==> src/rtl/core/bpps_pkg.sv <==
// ----------------------------------------------------------------------------
// Particle step package
// Shared types, command codes and saturation and magnitude helpers for the particle step.
// ----------------------------------------------------------------------------
package bpps_pkg;

	localparam int DATA_W    = 32;
	localparam int TS_W      = 16;
	localparam int LIM_W     = 31;
	localparam int REST_W    = 17;
	localparam int IDX_W     = 3;
	localparam int FRAC_BITS = 16;

	// Controller states.
	typedef enum logic [4:0] {
		S_IDLE, S_AXX, S_AYY, S_FTS, S_SQI, S_SQS, S_FAX, S_FAY, S_RX, S_RY,
		S_GTS, S_GAP, S_DVI, S_DVS, S_VEL, S_VXT, S_VYT, S_WT, S_POS, S_OUT
	} state_t;

	// Commands from the controller to the datapath.
	typedef enum logic [4:0] {
		CMD_NONE, CMD_LOAD, CMD_MUL_AXX, CMD_MUL_AYY, CMD_MUL_FTS, CMD_MUL_FAX,
		CMD_MUL_FAY, CMD_MUL_RX, CMD_MUL_RY, CMD_MUL_GTS, CMD_MUL_VXT,
		CMD_MUL_VYT, CMD_SQRT_INIT, CMD_SQRT_STEP, CMD_DIV_INIT, CMD_DIV_STEP,
		CMD_VEL, CMD_POS, CMD_OUT
	} cmd_t;

	// Configuration register indexes.
	typedef enum logic [IDX_W-1:0] {
		CFG_X_LIMIT, CFG_Y_LIMIT, CFG_GRAVITY, CFG_FRICTION, CFG_RESTITUTION,
		CFG_START_X, CFG_START_Y
	} cfg_idx_t;

	// Status from the datapath to the controller.
	typedef struct packed {
		logic vel_zero;
		logic grounded;
	} stat_t;

	// Clamp a wide signed value to the signed 32-bit range.
	function automatic logic [DATA_W-1:0] sat32(input logic signed [35:0] v);
		logic [DATA_W-1:0] r;
		if (v > 36'sh0_7FFF_FFFF) begin
			r = 32'h7FFF_FFFF;
		end else if (v < -36'sh0_8000_0000) begin
			r = 32'h8000_0000;
		end else begin
			r = v[DATA_W-1:0];
		end
		return r;
	endfunction

	// Magnitude of a signed 32-bit value as unsigned 32 bits.
	function automatic logic [DATA_W-1:0] mag32(input logic [DATA_W-1:0] v);
		logic [DATA_W-1:0] r;
		r = v[DATA_W-1] ? (~v + 32'd1) : v;
		return r;
	endfunction

endpackage

==> src/rtl/core/bpps_ctrl.sv <==
// ----------------------------------------------------------------------------
// Particle step controller
// Sequences the datapath through one step and owns the handshakes.
// ----------------------------------------------------------------------------
module bpps_ctrl
	import bpps_pkg::*;
(
	input  logic  clk,
	input  logic  arst_n,
	input  logic  in_valid,
	output logic  in_stall,
	output logic  out_valid,
	input  logic  out_stall,
	input  stat_t stat,
	output cmd_t  cmd
);

	state_t     state_q, state_d;
	logic [4:0] cnt_q, cnt_d;
	logic       out_valid_q;

	// State, step counter and output valid registers.
	always_ff @(posedge clk or negedge arst_n) begin
		if (!arst_n) begin
			state_q     <= S_IDLE;
			cnt_q       <= '0;
			out_valid_q <= 1'b0;
		end else begin
			state_q <= state_d;
			cnt_q   <= cnt_d;
			if (cmd == CMD_OUT) begin
				out_valid_q <= 1'b1;
			end else if (!out_stall) begin
				out_valid_q <= 1'b0;
			end
		end
	end

	// Next state and commands.
	always_comb begin
		state_d = state_q;
		cnt_d   = cnt_q;
		cmd     = CMD_NONE;
		case (state_q)
			S_IDLE: begin
				if (in_valid) begin
					cmd     = CMD_LOAD;
					state_d = S_AXX;
				end
			end
			S_AXX: begin cmd = CMD_MUL_AXX; state_d = S_AYY; end
			S_AYY: begin cmd = CMD_MUL_AYY; state_d = S_FTS; end
			S_FTS: begin cmd = CMD_MUL_FTS; state_d = S_SQI; end
			S_SQI: begin
				cmd     = CMD_SQRT_INIT;
				cnt_d   = '0;
				state_d = stat.vel_zero ? S_FAX : S_SQS;
			end
			S_SQS: begin
				cmd   = CMD_SQRT_STEP;
				cnt_d = cnt_q + 5'd1;
				if (&cnt_q) begin
					state_d = S_FAX;
				end
			end
			S_FAX: begin cmd = CMD_MUL_FAX; state_d = S_FAY; end
			S_FAY: begin cmd = CMD_MUL_FAY; state_d = S_RX; end
			S_RX:  begin cmd = CMD_MUL_RX; state_d = S_RY; end
			S_RY:  begin cmd = CMD_MUL_RY; state_d = S_GTS; end
			S_GTS: begin
				cmd     = CMD_MUL_GTS;
				state_d = stat.vel_zero ? S_GAP : S_DVI;
			end
			S_GAP: begin state_d = S_VEL; end
			S_DVI: begin
				cmd     = CMD_DIV_INIT;
				cnt_d   = '0;
				state_d = S_DVS;
			end
			S_DVS: begin
				cmd   = CMD_DIV_STEP;
				cnt_d = cnt_q + 5'd1;
				if (&cnt_q) begin
					state_d = S_VEL;
				end
			end
			S_VEL: begin cmd = CMD_VEL; state_d = S_VXT; end
			S_VXT: begin cmd = CMD_MUL_VXT; state_d = S_VYT; end
			S_VYT: begin cmd = CMD_MUL_VYT; state_d = S_WT; end
			S_WT:  begin state_d = S_POS; end
			S_POS: begin cmd = CMD_POS; state_d = S_OUT; end
			S_OUT: begin
				// Hand the item over once the output register is free.
				if (!out_valid_q || !out_stall) begin
					cmd     = CMD_OUT;
					state_d = S_IDLE;
				end
			end
			default: begin state_d = S_IDLE; end
		endcase
	end

	assign in_stall  = (state_q != S_IDLE);
	assign out_valid = out_valid_q;

endmodule

==> config.mk <==
export PLATFORM = sky130hd
export DESIGN_NAME = bpps_ctrl
export DESIGN_NICKNAME = d
export VERILOG_FILES = /design/src/rtl/core/bpps_pkg.sv /design/src/rtl/core/bpps_ctrl.sv
export SDC_FILE = /design/constraint.sdc
export NUM_CORES = 1
export LEC_CHECK = 0
export ABC_AREA = 1
export ABC_CLOCK_PERIOD_IN_PS = 1400
export BUFFER_PORTS_ARGS = -buffer_cell sky130_fd_sc_hd__buf_2
export CAP_MARGIN = 40
export CELL_PAD_IN_SITES_DETAIL_PLACEMENT = 0
export CELL_PAD_IN_SITES_GLOBAL_PLACEMENT = 1
export CORE_ASPECT_RATIO = 0.6
export CORE_MARGIN = 1.5
export CORE_UTILIZATION = 34
export CTS_CLUSTER_SIZE = 16
export DETAILED_ROUTE_END_ITERATION = 10
export GPL_TIMING_DRIVEN = 0
export PLACE_DENSITY_LB_ADDON = 0.05
export SYNTH_ARGS = -nofsm -noshare
export SYNTH_HDL_FRONTEND = slang
export SYNTH_SLANG_ARGS = --single-unit
==> constraint.sdc <==
create_clock -name clk -period 1.4 [get_ports clk]
set_clock_uncertainty 0.2 [all_clocks]
set_input_delay 0.14 -clock clk [delete_from_list [all_inputs] [get_ports clk]]
set_output_delay 0.14 -clock clk [all_outputs]
set_load 0.05 [all_outputs]
After elaboration in Yosys (flattened, before gate mapping)
Cells that the tools add are included.
{ "word_totals": {"ff_bits": 11, "output_inout_bits": 7} }
{ "op_classes": {"eq_ne": 25, "n_mux": 13, "n_addsub": 1, "n_reduce_logical": 10} }
{ "op_table": {"columns": ["operator", "count"], "rows": [
  ["$pmux W5 S20", 1],
  ["$pmux W5 S18", 1],
  ["$eq A5 B4 Y1 const B", 8],
  ["$eq A5 B5 Y1 const B", 5],
  ["$mux W5", 5],
  ["$eq A5 B3 Y1 const B", 4],
  ["$eq A5 B2 Y1 const B", 2],
  ["$pmux W5 S2", 1],
  ["$ne A2 B2 Y1 const B", 4],
  ["$add A5 B1 Y5 const B", 1],
  ["$eq A5 B1 Y1 const B", 1],
  ["$logic_not A5 Y1", 1],
  ["$reduce_and A5 Y1", 1],
  ["$reduce_bool A5 Y1", 1],
  ["$reduce_and A4 Y1", 1],
  ["$reduce_or A2 Y1", 2],
  ["$mux W1", 3],
  ["$mux W3", 1],
  ["$logic_not A1 Y1", 2],
  ["$mux W2", 1],
  ["$ne A2 B1 Y1 const B", 1],
  ["$reduce_bool A2 Y1", 1],
  ["$logic_or A1 B1 Y1", 1]
]} }

Logic depth before layout (Yosys ltp)
{ "logic_depth": {"ltp_word": 6, "ltp_mapped": 9, "ltp_nobuf": 9} }

Worst setup path before layout
Ideal clock, no wire load.
{ "synth_timing": {"kind": "flip-flop to flip-flop", "start": "reg state_q[1]", "end": "reg state_q[0]", "path_slack_ns": -0.419, "path_buffers": 0, "t_arrival_ns": 1.502, "required_time_ns": 1.083, "path_stages_with_launch": 7, "setup_time_ns": 0.117, "cell_sequence": "dfrtp_1 -> nor2_4 -> nand3_1 -> nor2_1 -> nor3_1 -> nand2_1 -> nand2_1"} }
{ "synth_via": {"elab_chain_len": 3} }
{ "synth_rtl": {"columns": ["item", "line_no", "source"], "rows": [
  ["start: declaration", "bpps_ctrl.sv:18", "state_t state_q, state_d;"],
  ["start signal: assignment", "bpps_ctrl.sv:29", "state_q <= state_d;"],
  ["$eq A5 B5 Y1, or another cell as far along", "bpps_ctrl.sv:44", "case (state_q)"],
  ["$ne A2 B2 Y1 (no source line)", null, null],
  ["$reduce_and A4 Y1 (no source line)", null, null]
]} }
Parallel ways exist; a longest one is shown, timed or not.
A chain may end at the register's enable or synchronous reset.

Worst setup path in the final report
{ "layout_timing": {"start": "reg state_q[3]", "end": "out cmd[3]"} }
{ "layout_via": {"elab_chain_len": 2} }
{ "layout_rtl": {"columns": ["item", "line_no", "source"], "rows": [
  ["$eq A5 B5 Y1, or another cell as far along", "bpps_ctrl.sv:44", null],
  ["$pmux W5 S18 *", "bpps_ctrl.sv:44", null],
  ["end: declaration", "bpps_ctrl.sv:15", "output cmd_t cmd"]
]} }
Mark *: on every way between the ends. The rest lies on a longest branch, timed or not.

==> results.tsv <==
metric	value	unit
number of global-route vias before repair	1171	
Area Overhead vs Synth	92.33	%
Worst Max-Slew Pin Slew	0.2845	ns
first-pass GRT wire length	5.609	mm
CTS sink count	11	
Hold WC Path Type	input pin to register	
Synth top cells by count	nand2_1 (40), nor2_1 (21), nand3_1 (18)	
initial antenna violation count	0	
DP Worst Slack	-0.5274	ns
register area share after synthesis	31.25	%
Rows	14	
via count	1156	
clock-pin slew on the worst setup and hold paths	0.05	ns
status	finished with violations	
Hold Path Sink	out_valid	
area leader, netlist	dfrtp_1	
Fmax achieved	0.5089	GHz
Num CTS Buffers	3	
YS warnings	0	
Static Leak	0.0008300	µW
RR Endpoint	cnt_q[1]	
r2r setup slk	-0.35	ns
Syn Inst Count	139	
largest net degree at the start of global routing	12	
final wirelength	3.643	mm
DP HPWL	2.085	mm
IO buf count	11	
ys async rst share	100.0	%
Worst Setup Path Type	register to output pin	
Clock Root Buffer	clkbuf_8	
CTS tree	done	
CP endpoint kind	output pin	
NumNets Final	195	
Diodes inserted	0	
worst reg2reg path depth	10	
worst hold stages	3	
Max IR drop VDD	1803	µV
Yosys reg bits	11	
worst hold slack	0.02646	ns
Die X	68.71	µm
cell with the most instances after synthesis	nand2_1	
worst relative slew slack	80.97	%
starting density of the core	35.41	%
Final Hold Vio Count	0	
unrepaired setup endpoints after global routing	yes	
final setup margin	-0.5650	ns
Most used DFF post-synth	dfrtp_1	
failing checks	negative setup slack	
RR Startpoint	state_q[1]	
Syn Nets	147	
total of max-cap violations	0	
GRT overflow	0	
# fillers	177	
Setup violations, final	17	
WL/cell	16.71	µm
Synth top area share	31.25	%
Iter 0 DRT Violations	83	
final period utilization	140.4	%
Tot GR Track Use	26.32	%
synth top area cells	dfrtp_1 (31%), nand2_1 (17%), nand3_1 (10%)	
CP Max Fanout	5	
DIE HEIGHT	42.43	µm
syn avg cell area	6.337	µm²
share of cells above drive strength 1	61.29	%
Design Power	4489	µW
Slew Viols, Final	0	
post-synth cell types	20	
multi-input logic area	837.1	µm²
Die Area	2915	µm²
power density over the cells	2650	nW/µm²
Setup crit start kind	register	
H-Tree Depth	1	
CTS Buffer Depth	2	
number of detailed-route iterations in the first pass	4	
worst skew pair latency	0.24	ns
I/O pin count	13	
DRC violations left	0	
Final min period	1.965	ns
Worst EP arrival	1.62	ns
CORE AREA	2487	µm²
Hold Crit Start	out_stall	
critical path data required time	1.06	ns
Synth Cell Area	880.8	µm²
post-route ant nets	0	
Reg area	280.3	µm²
via/cell ratio	5.303	
Placer Congestion	0.9251	
EDFF count, synth	0	
-- flip-flops by register name (all words and copies together) (netlist names) --
register   cells
cnt_q          5
out_valid      1
state_q        5
-- layout by cell type, fill, tap and decap left out, types with 3 or more instances in the layout --
| cell type | count |
|---|---|
| nor3_2 | 3 |
| inv_1 | 6 |
| nor2_1 | 11 |
| buf_2 | 5 |
| clkbuf_8 | 3 |
| nor2_2 | 6 |
| nand3_1 | 8 |
| nand4_1 | 4 |
| nand2_1 | 27 |
| nand2_2 | 9 |
| buf_4 | 21 |
| dfrtp_1 | 7 |
| a21oi_2 | 3 |
| dfrtp_2 | 4 |
| nand3_4 | 5 |
| nand3_2 | 5 |
| o21ai_2 | 3 |
| inv_2 | 5 |
| nor2_4 | 9 |
| buf_8 | 4 |
| buf_6 | 11 |
| nand2_4 | 6 |
-- how the worst max path moves through the flow --
stage	from	to	slack, ns	cells past startpoint
final	state_q[3]	cmd[3]	-0.56	7
after floorplan	state_q[4]	cmd[0]	-0.29	6
after global placement	state_q[3]	cmd[1]	-0.53	6
after global routing	state_q[0]	cmd[3]	-0.61	6
after detailed placement	state_q[2]	cmd[1]	-0.53	6
after CTS	state_q[1]	cmd[3]	-0.48	7
-- power breakdown --
group	switching (µW)	internal, µW
sequential	191	430
combinational	2050	1490
clock	132	196
total	2380	2110
-- cell type report --
| type | count | share of cell area, % |
|---|---|---|
| sequential | 11 | 16.54 |
| timing repair buffer | 43 | 23.93 |
| tap | 32 | 2.363 |
| inverter | 15 | 4.357 |
| clock inverter | 1 | 0.2954 |
| buffer | 1 | 0.6647 |
| clock buffer | 3 | 2.437 |
| multi-input combinational | 112 | 49.41 |
-- worst max-delay path: stages, from the launching register on --
cell,delay [ns]
dfrtp_2,0.48
nand3_4,0.13
inv_2,0.08
nand2_2,0.10
o21ai_2,0.09
nor3_2,0.20
nand3_2,0.13
buf_8,0.17
-- metal layers --
| layer | share of wire, % | GRT usage (%) |
|---|---|---|
| met1 | 47 | 37.04 |
| met4 | 1.8 | 5.098 |
| met2 | 42 | 37.88 |
| met5 | 0 | 0 |
| met3 | 8.8 | 10.75 |
-- what timing repair did --
action                                  4_1_cts  5_1_grt
endpoints found under the setup margin       17       17
gates resized for setup                      67       16
pin swaps                                    19       16
buffers inserted                             23        8
hold endpoints to repair                     12        0
hold buffers                                  1        0
-- cells by family after synthesis --
logic type	Yosys count	synth area share [%]
AO/OA/AOI/OAI	13	8.098
XOR/XNOR	1	0.9945
adder cells (fa/ha/maj)	2	2.840
buffers and inverters	16	6.959
flip-flops	11	31.25
AND/OR/NAND/NOR	96	49.86
-- stage by stage --
stage | util (%) | cells | area (µm²) | TNS [ns]
2_1_floorplan | - | 139 | 983.4 | -1.629
3_3_place_gp | 43.36 | 182 | 1079 | -4.422
3_5_place_dp | 43.36 | 182 | 1079 | -4.271
4_1_cts | 62.83 | 210 | 1563 | -4.316
5_1_grt | 68.11 | 218 | 1694 | -6.858
6_report | 68.11 | 218 | 1694 | -5.713
Power figures use the tool's default switching activity.
